File: src/design/aic_pkg.sv
// Shared types and constants for the alarm indicator controller.
`timescale 1ns / 1ps

package aic_pkg;

	localparam int unsigned BLINK_W = 16;
	localparam int unsigned HOLD_W  = 20;
	localparam int unsigned CFG_W   = 20;
	localparam int unsigned IDX_W   = 2;

	typedef enum logic [1:0] {
		MODE_IDLE   = 2'd0,
		MODE_IMPACT = 2'd1,
		MODE_THEFT  = 2'd2
	} mode_t;

	typedef enum logic [IDX_W-1:0] {
		REG_BLINK_ON  = 2'd0,
		REG_BLINK_OFF = 2'd1,
		REG_IMPACT_HOLD = 2'd2
	} reg_idx_t;

	localparam logic [BLINK_W-1:0] BLINK_ON_RST  = 16'd800;
	localparam logic [BLINK_W-1:0] BLINK_OFF_RST = 16'd200;
	localparam logic [HOLD_W-1:0]  HOLD_RST      = 20'd20000;

	typedef struct packed {
		logic [BLINK_W-1:0] blink_on;
		logic [BLINK_W-1:0] blink_off;
		logic [HOLD_W-1:0]  hold;
	} cfg_t;

	typedef struct packed {
		logic reset_req;
		logic theft_req;
		logic impact_req;
		logic tick;
	} item_t;

	typedef struct packed {
		logic  lamp;
		mode_t mode;
	} result_t;

endpackage

File: src/design/aic_core.sv
// Mode, blink and hold-timer state with its next-state logic.
`timescale 1ns / 1ps

module aic_core (
	input  logic            clk,
	input  logic            arst_n,
	input  logic            advance,
	input  aic_pkg::item_t  item,
	input  aic_pkg::cfg_t   cfg,
	output aic_pkg::result_t result_n
);
	import aic_pkg::*;

	mode_t              mode_q, mode_n;
	logic               phase_on_q, phase_on_n;
	logic               lamp_q, lamp_n;
	logic [BLINK_W-1:0] blink_q, blink_n;
	logic [HOLD_W-1:0]  hold_q, hold_n;
	logic               hold_run_q, hold_run_n;

	always_comb begin
		logic               expired;
		logic [HOLD_W-1:0]  hold_inc;
		logic [BLINK_W-1:0] blink_inc;
		logic [BLINK_W-1:0] limit;

		mode_n     = mode_q;
		phase_on_n = phase_on_q;
		lamp_n     = lamp_q;
		blink_n    = blink_q;
		hold_n     = hold_q;
		hold_run_n = hold_run_q;
		expired    = 1'b0;
		hold_inc   = hold_q + 1'b1;
		blink_inc  = blink_q + 1'b1;
		limit      = phase_on_q ? cfg.blink_on : cfg.blink_off;

		if (item.reset_req || item.theft_req || item.impact_req) begin
			if (item.reset_req) begin
				mode_n     = MODE_IDLE;
				lamp_n     = 1'b0;
				hold_run_n = 1'b0;
				hold_n     = '0;
			end else if (item.theft_req) begin
				mode_n     = MODE_THEFT;
				lamp_n     = 1'b1;
				hold_run_n = 1'b0;
				hold_n     = '0;
			end else if (mode_q != MODE_THEFT) begin
				mode_n     = MODE_IMPACT;
				phase_on_n = 1'b1;
				lamp_n     = 1'b1;
				hold_n     = '0;
				hold_run_n = 1'b1;
			end
			blink_n = '0;
		end else if (item.tick) begin
			if (hold_run_q) begin
				hold_n = hold_inc;
				// a zero limit, or a count wrapped to zero, expires at once
				if (hold_inc >= cfg.hold || hold_inc == '0) begin
					expired    = 1'b1;
					hold_run_n = 1'b0;
					hold_n     = '0;
					blink_n    = '0;
					if (mode_q == MODE_IMPACT) begin
						mode_n = MODE_IDLE;
						lamp_n = 1'b0;
					end
				end
			end
			if (!expired && mode_q == MODE_IMPACT) begin
				blink_n = blink_inc;
				if (blink_inc >= limit || blink_inc == '0) begin
					phase_on_n = !phase_on_q;
					lamp_n     = !phase_on_q;
					blink_n    = '0;
				end
			end
		end
	end

	always_ff @(posedge clk or negedge arst_n) begin
		if (!arst_n) begin
			mode_q     <= MODE_IDLE;
			phase_on_q <= 1'b0;
			lamp_q     <= 1'b0;
			blink_q    <= '0;
			hold_q     <= '0;
			hold_run_q <= 1'b0;
		end else if (advance) begin
			mode_q     <= mode_n;
			phase_on_q <= phase_on_n;
			lamp_q     <= lamp_n;
			blink_q    <= blink_n;
			hold_q     <= hold_n;
			hold_run_q <= hold_run_n;
		end
	end

	assign result_n.lamp = lamp_n;
	assign result_n.mode = mode_n;

endmodule

File: src/design/alarm_indicator_controller.sv
// Alarm indicator controller top level: channel registers, configuration and checks.
`timescale 1ns / 1ps

// Takes one transaction per clock while in_stall is low and returns one result per
// transaction: the item is captured in an input register, the mode, blink and
// hold-timer update runs in one pass of logic, and the lamp level and mode land
// in an output register. The output register lets a new item enter while a
// result still waits; in_stall rises only when both registers are full and
// out_stall is high. Configuration writes take effect on the next item.
module alarm_indicator_controller (
	input  logic                        clk,
	input  logic                        arst_n,
	input  logic                        in_valid,
	output logic                        in_stall,
	input  logic                        reset_request,
	input  logic                        theft_request,
	input  logic                        impact_request,
	input  logic                        tick,
	output logic                        out_valid,
	input  logic                        out_stall,
	output logic                        lamp_level,
	output logic [1:0]                  alarm_mode,
	input  logic                        cfg_write_en,
	input  logic [aic_pkg::IDX_W-1:0]   cfg_index,
	input  logic [aic_pkg::CFG_W-1:0]   cfg_data
);
	import aic_pkg::*;

	cfg_t    cfg_q;
	item_t   item_s1;
	logic    valid_s1;
	result_t res_s2;
	result_t res_n;
	logic    valid_s2;
	logic    s2_ready;
	logic    advance;

	assign s2_ready = !valid_s2 || !out_stall;
	assign advance  = valid_s1 && s2_ready;
	assign in_stall = valid_s1 && !s2_ready;

	always_ff @(posedge clk or negedge arst_n) begin
		if (!arst_n) begin
			cfg_q.blink_on  <= BLINK_ON_RST;
			cfg_q.blink_off <= BLINK_OFF_RST;
			cfg_q.hold      <= HOLD_RST;
		end else if (cfg_write_en) begin
			case (reg_idx_t'(cfg_index))
				REG_BLINK_ON:    cfg_q.blink_on  <= cfg_data[BLINK_W-1:0];
				REG_BLINK_OFF:   cfg_q.blink_off <= cfg_data[BLINK_W-1:0];
				REG_IMPACT_HOLD: cfg_q.hold      <= cfg_data[HOLD_W-1:0];
				default: ;
			endcase
		end
	end

	always_ff @(posedge clk or negedge arst_n) begin
		if (!arst_n) begin
			valid_s1 <= 1'b0;
			valid_s2 <= 1'b0;
		end else begin
			if (!in_stall)
				valid_s1 <= in_valid;
			if (s2_ready)
				valid_s2 <= valid_s1;
		end
	end

	always_ff @(posedge clk) begin
		if (in_valid && !in_stall) begin
			item_s1.reset_req  <= reset_request;
			item_s1.theft_req  <= theft_request;
			item_s1.impact_req <= impact_request;
			item_s1.tick       <= tick;
		end
		if (advance)
			res_s2 <= res_n;
	end

	aic_core u_core (
		.clk      (clk),
		.arst_n   (arst_n),
		.advance  (advance),
		.item     (item_s1),
		.cfg      (cfg_q),
		.result_n (res_n)
	);

	assign out_valid  = valid_s2;
	assign lamp_level = res_s2.lamp;
	assign alarm_mode = res_s2.mode;

	a_theft_lit: assert property (@(posedge clk) disable iff (!arst_n)
		out_valid && alarm_mode == MODE_THEFT |-> lamp_level)
		else $error("theft mode with lamp dark");

	a_idle_dark: assert property (@(posedge clk) disable iff (!arst_n)
		out_valid && alarm_mode == MODE_IDLE |-> !lamp_level)
		else $error("idle mode with lamp lit");

	a_reset_req: assert property (@(posedge clk) disable iff (!arst_n)
		advance && item_s1.reset_req |=>
			out_valid && alarm_mode == MODE_IDLE && !lamp_level)
		else $error("reset request did not clear the alarm");

endmodule
File: config.mk
export PLATFORM = sky130hd
export DESIGN_NAME = alarm_indicator_controller
export DESIGN_NICKNAME = d
export VERILOG_FILES = /design/src/design/aic_pkg.sv /design/src/design/aic_core.sv /design/src/design/alarm_indicator_controller.sv
export SDC_FILE = /design/constraint.sdc
export NUM_CORES = 1
export LEC_CHECK = 0
export BUFFER_PORTS_ARGS = -buffer_cell sky130_fd_sc_hd__buf_2
export CAP_MARGIN = 20
export CORE_AREA = 5 5 110 112
export CTS_CLUSTER_SIZE = 10
export DETAILED_ROUTE_END_ITERATION = 7
export DIE_AREA = 0 0 115 117
export PLACE_DENSITY = 0.9
export SYNTH_ARGS = -nofsm -noshare
export SYNTH_HDL_FRONTEND = slang
export SYNTH_HIERARCHICAL = 1
export SYNTH_SLANG_ARGS = --single-unit
File: constraint.sdc
create_clock -name clk -period 8.5 [get_ports clk]
set_input_delay 1.7 -clock clk [delete_from_list [all_inputs] [get_ports clk]]
set_output_delay 1.7 -clock clk [all_outputs]
set_load 0.02 [all_outputs]
==> out/metrics.cfg, run 1 <==
[drt]
vias=5048
wl_um=14800
drc=0
detail-route-antenna-nets=0
first_pass_iters=5
avgViaCountPerCell=6.21
avgRoutedWirePerCell_um=18.2
drt_iter0_drc=473

[finish]
final_cell_mix=dfrtp_1, nand2_1, mux2_2
final_core_util_pct=62.6
drive_gt1_share_pct=20.1
finalNonFillerCells=813
layout_commonest_cell=dfrtp_1
area_growth_syn_to_layout_pct=7.95
diodes=0
nets=736

[worst_setup_path]
critPathLaunchType=flip-flop
crit_chain=nand3_1, nor3_2, nand2_1, xnor2_1, ha_1, a21o_1, a21o_1, a221oi_1, nand3_1, nor2_1, nand2_1, o41ai_1
worstPathRequired_ns=8.72
cp_slowest_cell=nor2_1
worstSetupPathType=reg2reg
reg2reg_slack_ns=3.94
cp-end-kind=flip-flop
arrival_ns=4.79
timing.rr.start=u_core/hold_q[4]$_DFFE_PN0P_
rr_worst_depth=12
cpPeakStageDelay_ns=0.66
cp_max_fo=12
timing.rr.end=u_core/hold_q[8]$_DFFE_PN0P_

[sta]
max_slew_margin_pct=33.4
finalHoldViolCount=0
worst_pin_slew_ns=0.995
rsz0062_at_grt=false
final_max_slew_viol_count=0
fmax_ghz=0.219
setup_ws_ns=3.94
clock_skew_ns=0.00734
tns_ns=0
finalSetupViolations=0
fin_crit_sh_pct=53.7
period_minus_slack_ns=4.56
whs_ns=0.490

[pwr]
powerDensity_mw_per_mm2=176
pwr-share-seq_pct=48.3
p_int_w=0.000888
comb_power_share_pct=18.2
peakVddDrop_mv=0.131
p_sw_share_pct=27.5
power_switching_w=0.000337
p_clk_share_pct=33.5
p_leak_nw=3.22

[global_route]
overflow=0
grt_pass1_wl_um=24500
grt_start_max_net_pins=77
antenna_found_initial=0
grt_pass1_vias=4947
grt_util_all_layers_pct=23.0

[floorplanning]
die-area_mm2=0.0135
die_h_um=117
io_pins=36
die_w_um=115
core.rowCount=39
fp.coreArea_mm2=0.0111
start_util_pct=58.0

[worst_hold_path]
holdPathEnd=out_valid$_DFFE_PN0P_
hold_path.class=reg2reg
worstHoldStart=valid_s1$_DFFE_PN0N_
min_path_cells=1

[synth]
syn-num-nets=718
ys_async_sr_fraction_pct=93.1
synth_ff_type=dfrtp_1
avgSynthCellArea_um2=9.97
synth-seq-cells=102
synth_cell_type_count=70
netlist_area_mm2=0.00645
synth-edff-count=7
ys_seq_area_share_pct=40.3
netlist_instances=647
ys.warnings.count=6

[clocking]
cts_buffer_depth=2
clk_pin_slew_worst_paths_ns=0.07
cts.sinks=102
cts-resized-gates=0
cts_made_buffers=9
cts_hold_buf=0
cts_tree=yes
cts_max_level=3
root_buffer=clkbuf_16
post_cts_buffers=0
clock_latency_ns=0.34

[outcome]
status=finished clean

[placement]
dp_slack_ns=4.15
dp.final_hpwl_um=11000
placedCellCount=797
gp_congestion=1.00
portBuffers=35

[job]
cap_violations=0

-- how the worst max path moves through the flow --
stage,from,endpoint,slack [ns],depth (start not counted)
after global routing,u_core/hold_q[4]$_DFFE_PN0P_,u_core/hold_q[8]$_DFFE_PN0P_,3.67,12
after floorplan,u_core/blink_q[4]$_DFFE_PN0P_,lamp_level$_DFFE_PP_,4.77,15
after detailed placement,out_stall,u_core/hold_q[2]$_DFFE_PN0P_,4.15,8
after CTS,u_core/hold_q[4]$_DFFE_PN0P_,u_core/hold_q[8]$_DFFE_PN0P_,4.10,12
after global placement,out_stall,u_core/hold_q[2]$_DFFE_PN0P_,4.26,8
final,u_core/hold_q[4]$_DFFE_PN0P_,u_core/hold_q[8]$_DFFE_PN0P_,3.94,12
-- metal layers --
| layer | vias up | global-route usage (%) | share of wire, % |
|---|---|---|---|
| li1 | 2378 | - | - |
| met1 | 2463 | 30.7 | 43 |
| met2 | 184 | 39.0 | 49 |
| met3 | 23 | 3.55 | 6.2 |
| met4 | 0 | 6.73 | 1.7 |
| met5 | - | 0 | 0 |
-- flip-flops by register name, indices dropped and copies added, names as in the netlist --
name	count
u_core/phase_on_q	1
u_core/lamp_q	1
u_core/blink_q	16
u_core/hold_run_q	1
out_valid	1
u_core/mode_q	2
u_core/hold_q	20
valid_s1	1
lamp_level	1
cfg_q	52
item_s1	4
alarm_mode	2
-- cell usage after synthesis, drive strengths merged, types with 3 or more instances --
| master | count | share of area [%] |
|---|---|---|
| nor4 | 12 | 1.6 |
| dfstp | 11 | 4.5 |
| nand4 | 15 | 1.7 |
| xor2 | 10 | 1.4 |
| and4 | 9 | 1.2 |
| nand2 | 64 | 3.8 |
| a32o | 3 | 0.47 |
| o31ai | 18 | 2.5 |
| a21o | 12 | 1.4 |
| nor2 | 30 | 1.7 |
| and3 | 3 | 0.29 |
| inv | 42 | 2.4 |
| edfxtp | 7 | 3.3 |
| a21oi | 19 | 1.5 |
| o21a | 3 | 0.35 |
| dfrtp | 84 | 33 |
| ha | 40 | 7.8 |
| a21boi | 3 | 0.35 |
| mux2i | 19 | 2.9 |
| a22o | 3 | 0.41 |
| buf | 16 | 1.6 |
| nand2b | 10 | 0.97 |
| nor3 | 23 | 1.9 |
| or3 | 3 | 0.29 |
| a31oi | 5 | 0.48 |
| o21ai | 21 | 1.6 |
| mux2 | 55 | 9.6 |
| nand3 | 26 | 2.1 |
| o32ai | 4 | 0.54 |
| or2 | 3 | 0.29 |
| and2 | 3 | 0.29 |
| nand3b | 3 | 0.41 |
| clkbuf | 17 | 0.99 |
| xnor2 | 22 | 3.0 |
| a31o | 3 | 0.41 |
-- area by class of cell --
type / count / area [um2]
clock buffers: 13 / 240
inverters: 42 / 158
clock inverters: 3 / 43.8
well taps: 143 / 179
flip-flops and latches: 102 / 2600
fillers: 882 / 4160
multi-input cells: 470 / 3530
repair buffers: 40 / 215
-- critical path, delay by kind of cell, from the launching register on --
family,cells,cell delay (ns)
fa+ha+maj,1,0.30
flops,1,0.57
simple gates,6,2.33
xor+xnor,1,0.18
compound gates,4,1.07
-- cells by family after synthesis --
family	synth area share, %
AOI/OAI and AO/OA	12.5
xor gates and xnor gates	4.34
adders and majority gates	7.76
buffers and inverters	5.00
DFF	40.3
muxes	12.5
and+or+nand+nor	17.5
-- power by group through the flow --
stage               clock (W)  combinational (W)  sequential (W)
global placement            0           0.000209        0.000594
CTS                  0.000412           0.000223        0.000591
floorplan                   0           0.000160        0.000587
finish               0.000410           0.000223        0.000591
detailed placement          0           0.000221        0.000600
global route         0.000435           0.000250        0.000598
-- stage by stage --
stage          area [um2]  power (W)
2_1_floorplan        6450   0.000747
3_3_place_gp         6680   0.000803
3_5_place_dp         6680   0.000821
4_1_cts              6970    0.00123
5_1_grt              6970    0.00128
6_report             6970    0.00122
Power figures use the tool's default switching activity.
==> inputs of run 2 (changes only) <==
Settings changed: ABC_AREA set to 1, CORE_AREA 5 5 110 112 to 5 5 114 116, DIE_AREA 0 0 115 117 to 0 0 119 121, PLACE_DENSITY 0.9 to 0.87.
Clock period 8.5 ns to 3.8 ns, I/O delays scaled along.
==> out/metrics.cfg, run 2 <==
[synth]
ys_async_sr_fraction_pct=93.1  ; unchanged
synthMuxAreaShare_pct=2.34  ; -10 points
synth_area_leaders=dfrtp_1, nand2_1, ha_1
synth-xor-area-share_pct=1.36  ; -3.0 points
ys_seq_area_share_pct=40.5  ; +0.16 points
synth_compound_area_share_pct=6.50  ; -6.0 points
avgSynthCellArea_um2=7.66  ; -23%
netlist_area_mm2=0.00643  ; -0.39%
synth.largest_area_cell=dfrtp_1
synth_cell_type_count=43  ; -39%
synth_ff_type=dfrtp_1
synth_fa_ha_area_share_pct=7.79  ; +0.030 points
ys.warnings.count=6  ; unchanged
netlist.area_leader.share_pct=32.7  ; +0.13 points
synth-seq-cells=102  ; unchanged
yosysMostFrequentCell=nand2_1
netlist_instances=839  ; +30%
synth-edff-count=7  ; unchanged
yosys-top-cells-count=nand2_1, inv_1, dfrtp_1
syn-num-nets=910  ; +27%
synth_top_family_by_area=simple AND/OR/NAND/NOR gates
synth-simple-area-share_pct=32.2  ; +15 points

[finish]
top_register=cfg_q
multiInputGateArea_mm2=0.00325  ; -7.9%
reg_top3=cfg_q (52), u_core/hold_q (20), u_core/blink_q (16)
layout_commonest_cell=nand2_1
nets=942  ; +28%
final_area_mm2=0.00705  ; +1.3%
largest_reg_flops=52  ; unchanged
drive_gt1_share_pct=11.9  ; -8.3 points
seq_area_mm2=0.00260  ; unchanged
diodes=0  ; unchanged
finalNonFillerCells=1023  ; +26%
final_cell_mix=nand2_1, inv_1, dfrtp_1
area_growth_syn_to_layout_pct=9.73
nFillCells=1006  ; +14%

[sta]
max_slew_margin_pct=49.7  ; +16 points
worst_pin_slew_ns=0.752  ; -0.244 ns
setup_ws_ns=0.257  ; -3.68 ns
finalSetupViolations=0  ; unchanged
fmax_ghz=0.282  ; +29%
clock_skew_ns=0.0106  ; +0.00324 ns
period_minus_slack_ns=3.54  ; -1.02 ns
finalHoldViolCount=0  ; unchanged
fin_crit_sh_pct=93.2  ; +40 points
final_max_slew_viol_count=0  ; unchanged
tns_ns=0  ; unchanged

[worst_setup_path]
worstPathRequired_ns=4.07  ; -4.65 ns
timing.rr.start=u_core/hold_q[0]$_DFFE_PN0P_
cpMostUsedCell=nand2_1
cp-end-kind=flip-flop
cp_slowest_cell=dfrtp_1
timing.rr.end=u_core/hold_q[19]$_DFFE_PN0P_
reg2reg_slack_ns=0.26  ; -3.68 ns
cpPeakStageDelay_ns=0.47  ; -0.19 ns
arrival_ns=3.82  ; -0.97 ns
critPathLaunchType=flip-flop
rr_worst_depth=20  ; +8
crit_chain=ha_1, nand3_2, inv_2, nand3_1, nor2_1, nand2_1, nand2_1, inv_1, ha_1, nand2_1, inv_1, nand3_1, inv_1, a21oi_1, nand2_1, a21oi_2, nand3_1, nor2_4, clkinvlp_2, o22ai_1
cp_max_fo=7  ; -5
worstSetupPathType=reg2reg

[drt]
drc=0  ; unchanged
first_pass_iters=5  ; unchanged
avgRoutedWirePerCell_um=14.7  ; -19%
drt_iter0_drc=470  ; -0.63%
vias=5738  ; +14%
detail-route-antenna-nets=0  ; unchanged
avgViaCountPerCell=5.61  ; -9.7%
wl_um=15100  ; +1.7%

[pwr]
total_power_w=0.00277  ; +130%
p_leak_nw=3.77  ; +17%
peakVddDrop_mv=0.392  ; +200%
powerDensity_mw_per_mm2=392  ; +120%

[clocking]
cts_buffer_depth=2  ; unchanged
cts_hold_buf=0  ; unchanged
cts_max_level=3  ; unchanged
root_buffer=clkbuf_16
cts_tree=yes
cts.sinks=102  ; unchanged
clock_latency_ns=0.36  ; +0.02 ns
cts_made_buffers=9  ; unchanged
clk_pin_slew_worst_paths_ns=0.08  ; about the same

[floorplanning]
core.rowCount=40  ; +2.6%
die-area_mm2=0.0144  ; +7.0%
die_w_um=119  ; +3.5%
start_util_pct=54.4  ; -3.6 points
fp.coreArea_mm2=0.0118  ; +6.2%
io_pins=36  ; unchanged
die_h_um=121  ; +3.4%

[global_route]
grt_pass1_vias=5272  ; +6.6%
grt_pass1_wl_um=25200  ; +2.8%
grt_start_max_net_pins=55  ; -29%
antenna_found_initial=0  ; unchanged
overflow=0  ; unchanged
grt_util_all_layers_pct=21.4  ; -1.6 points

[worst_hold_path]
hold_path.class=in2async

[placement]
placed_cell_area_mm2=0.00665  ; -0.49%
placedCellCount=999  ; +25%
dp.final_hpwl_um=10800  ; -1.6%
gp_congestion=0.862  ; -14%
dp_slack_ns=0.311  ; -3.84 ns
portBuffers=35  ; unchanged

[outcome]
status=finished clean

[job]
cap_violations=0  ; unchanged

-- run 2: cell types whose count changed after synthesis, moves of 14 or more --
cell,change
clkbuf_1,-16
nand4_1,+33
nand3_1,+36
nand2_1,+206
inv_1,+65
o21ai_0,+14
mux2_2,-55
xnor2_1,-22
nor2_1,+22
-- run 2: area by class of cell --
class / count / area share [%]
clock inverter: 7 / 1.33
timing repair buffer: 48 / 3.90
inverter: 110 / 5.94
clock buffer: 9 / 3.19
timing repair inverter: 1 / 0.0710
sequential: 102 / 36.9
multi-input combinational: 599 / 46.1
tap: 147 / 2.61
-- run 2: cells by family after synthesis --
family	after synthesis
DFF	102
adders and majority gates	40
and+or+nand+nor	460
muxes	15
AOI/OAI and AO/OA	74
xor gates and xnor gates	10
buffers and inverters	138
-- run 2: how the worst max path moves through the flow --
stage / start / to / slack [ns] / cells past startpoint
floorplan: u_core/phase_on_q$_DFFE_PN0P_ / u_core/blink_q[7]$_DFFE_PN0P_ / 0.90 / 14
global placement: u_core/hold_q[0]$_DFFE_PN0P_ / u_core/blink_q[15]$_DFFE_PN0P_ / 0.46 / 18
detailed placement: u_core/hold_q[0]$_DFFE_PN0P_ / u_core/blink_q[12]$_DFFE_PN0P_ / 0.31 / 22
CTS: u_core/hold_q[0]$_DFFE_PN0P_ / u_core/blink_q[12]$_DFFE_PN0P_ / 0.26 / 22
global route: u_core/hold_q[0]$_DFFE_PN0P_ / u_core/hold_q[8]$_DFFE_PN0P_ / -0.05 / 20
finish: u_core/hold_q[0]$_DFFE_PN0P_ / u_core/hold_q[19]$_DFFE_PN0P_ / 0.26 / 20
-- run 2: timing repair --
item	4_1_cts	5_1_grt
hold endpoints to repair	0	0
endpoints found under the setup margin	0	30
gates resized for setup	0	5
buffers inserted	0	7
-- run 2: through the flow --
stage / hold WS [ns] / utilization [%]
2_1_floorplan: 0.441 / -
4_1_cts: 0.397 / 59.0
6_report: 0.384 / 59.7
3_3_place_gp: 0.453 / 56.3
5_1_grt: 0.422 / 59.7
3_5_place_dp: 0.458 / 56.3
-- run 2: routing by layer --
layer	GRT usage [%]	vias up	routed length (um)
met4	5.79	0	246
met2	34.0	204	7000
met5	0	-	0
li1	-	2823	-
met1	29.7	2694	6950
met3	4.76	17	882
-- run 2: where the power goes --
part,switching [W],internal [W]
clock network,0.000483,0.000483
logic,0.000330,0.000186
registers,0.0000676,0.00122
-- run 2: critical path, delay by kind of cell (launching register included) --
family	cells	cell delay, ns
DFF	1	0.47
adders and majority gates	2	0.54
and+or+nand+nor	10	1.29
buffers and inverters	5	0.60
AOI/OAI and AO/OA	3	0.55
==> inputs of run 3 (changes only) <==
Settings changed: GPL_TIMING_DRIVEN set to 0, SLEW_MARGIN set to 30.
==> out/metrics.cfg, run 3 (synthesis gave the netlist of run 2 again) <==
[outcome]
status=finished clean

[finish]
largest_reg_flops=52  ; unchanged
top_register=cfg_q
reg_top3=cfg_q (52), u_core/hold_q (20), u_core/blink_q (16)
multiInputGateArea_mm2=0.00323  ; -0.50%
area_growth_syn_to_layout_pct=10.8
final_core_util_pct=60.3  ; +0.56 points
nets=954  ; +1.3%
finalNonFillerCells=1035  ; +1.2%
nFillCells=1022  ; +1.6%
layout_commonest_cell=nand2_1
final_cell_mix=nand2_1, inv_1, dfrtp_1
drive_gt1_share_pct=12.6  ; +0.74 points
seq_area_mm2=0.00260  ; unchanged
diodes=0  ; unchanged

[sta]
fin_crit_sh_pct=93.5  ; +0.26 points
finalSetupViolations=0  ; unchanged
rsz0062_at_grt=false
tns_ns=0  ; unchanged
max_slew_margin_pct=55.3  ; +5.6 points
setup_ws_ns=0.247  ; -0.00984 ns
worst_pin_slew_ns=0.671  ; -0.0812 ns
clock_skew_ns=0.0116  ; +0.00107 ns
fmax_ghz=0.281  ; -0.28%
whs_ns=0.266  ; -0.118 ns
finalHoldViolCount=0  ; unchanged
period_minus_slack_ns=3.55  ; +0.00984 ns
final_max_slew_viol_count=0  ; unchanged

[placement]
dp.final_hpwl_um=11000  ; +2.2%
dp_slack_ns=0.177  ; -0.134 ns
portBuffers=32  ; -8.6%
gp_congestion=0.921  ; +6.9%
placedCellCount=1019  ; +2.0%

[pwr]
p_leak_nw=3.82  ; +1.4%
powerDensity_mw_per_mm2=390  ; -0.61%
peakVddDrop_mv=0.367  ; -6.4%

[drt]
drc=0  ; unchanged
avgRoutedWirePerCell_um=14.0  ; -5.2%
drt_iter0_drc=276  ; -41%
detail-route-antenna-nets=0  ; unchanged
avgViaCountPerCell=5.46  ; -2.7%
first_pass_iters=5  ; unchanged
vias=5649  ; -1.6%
wl_um=14500  ; -4.0%

[clocking]
post_cts_buffers=0  ; unchanged
cts_made_buffers=9  ; unchanged
cts_hold_buf=0  ; unchanged
cts_buffer_depth=2  ; unchanged
cts_tree=yes
cts.sinks=102  ; unchanged
clk_pin_slew_worst_paths_ns=0.08  ; about the same
cts_max_level=3  ; unchanged
clock_latency_ns=0.36  ; about the same
root_buffer=clkbuf_16

[worst_setup_path]
worstSetupPathType=reg2reg
arrival_ns=3.85  ; +0.03 ns
timing.rr.start=u_core/hold_q[0]$_DFFE_PN0P_
cp-end-kind=flip-flop
critPathLaunchType=flip-flop
cp_max_fo=10  ; +3
worstPathRequired_ns=4.09  ; +0.02 ns
setup.worst_path.start=u_core/hold_q[0]$_DFFE_PN0P_

[floorplanning]
start_util_pct=54.4  ; unchanged
core.rowCount=40  ; unchanged
io_pins=36  ; unchanged
die-area_mm2=0.0144  ; unchanged
die_w_um=119  ; unchanged
die_h_um=121  ; unchanged
fp.coreArea_mm2=0.0118  ; unchanged

[worst_hold_path]
hold_path.class=in2async

[global_route]
grt_pass1_vias=5228  ; -0.83%
antenna_found_initial=0  ; unchanged
grt_pass1_wl_um=24600  ; -2.2%
overflow=0  ; unchanged
grt_util_all_layers_pct=20.9  ; -0.49 points
grt_start_max_net_pins=65  ; +18%

[job]
cap_violations=0  ; unchanged

==> run 3: area by class of cell <==
| cell class | count | share of cell area (%) |
|---|---|---|
| tap | 147 | 2.58 |
| multi-input combinational | 599 | 45.4 |
| timing repair buffer | 33 | 2.72 |
| clock inverter | 6 | 1.07 |
| clock buffer | 10 | 3.22 |
| sequential | 102 | 36.5 |
| inverter | 110 | 5.83 |
| buffer | 28 | 2.62 |
==> run 3: path summary, 6_finish.rpt <==
check                                                 endpoint  slack [ns]  cells past startpoint
worst max-delay path            u_core/blink_q[15]$_DFFE_PN0P_        0.25                     19
worst min-delay path                     cfg_q[25]$_DFFE_PN0P_        0.27                      1
worst max register to register  u_core/blink_q[15]$_DFFE_PN0P_        0.25                     19
worst min register to register           cfg_q[26]$_DFFE_PN1P_        0.47                      2
max in group asynchronous                cfg_q[45]$_DFFE_PN1P_        2.90                      2
min in group clk                         cfg_q[26]$_DFFE_PN1P_        0.47                      2
==> run 3: metrics by stage <==
| step | area, um2 | power, W |
|---|---|---|
| 3_5_place_dp | 6810 | 0.00182 |
| 2_1_floorplan | 6430 | 0.00166 |
| 5_1_grt | 7120 | 0.00292 |
| 4_1_cts | 7110 | 0.00279 |
| 3_3_place_gp | 6770 | 0.00180 |
| 6_report | 7120 | 0.00278 |
==> run 3: worst max-delay path, stage by stage (launching register included) <==
cell and delay (ns):
dfrtp_1 0.48, inv_1 0.14, nor2_4 0.17, nand2_2 0.11, nor2_4 0.11, nand2_1 0.07, xor2_1 0.31, ha_1 0.32
a21oi_1 0.15, o21ai_0 0.09, a21oi_1 0.12, nand2_1 0.08, a21oi_1 0.32, nand2_2 0.14, nand2_4 0.11, nand2_4 0.07
nor3_4 0.26, buf_4 0.24, nand3_1 0.10, nand2_1 0.07
==> run 3: repair_timing <==
action / 4_1_cts / 5_1_grt
endpoints found under the hold margin: 0 / 0
setup endpoints to repair: 0 / 15
resized for setup: 0 / 2
==> run 3: where the power goes <==
group / switching (W) / internal, W / leakage [nW]
Combinational: 0.000327 / 0.000197 / 2.38
Sequential: 0.0000654 / 0.00122 / 1.28
Clock: 0.000442 / 0.000526 / 0.152
==> run 3: per-layer routing <==
layer / share of wire [%] / global-route usage, %
met1: 46 / 28.3
met2: 46 / 33.6
met3: 6.0 / 3.96
met4: 2.4 / 7.60
met5: 0 / 0
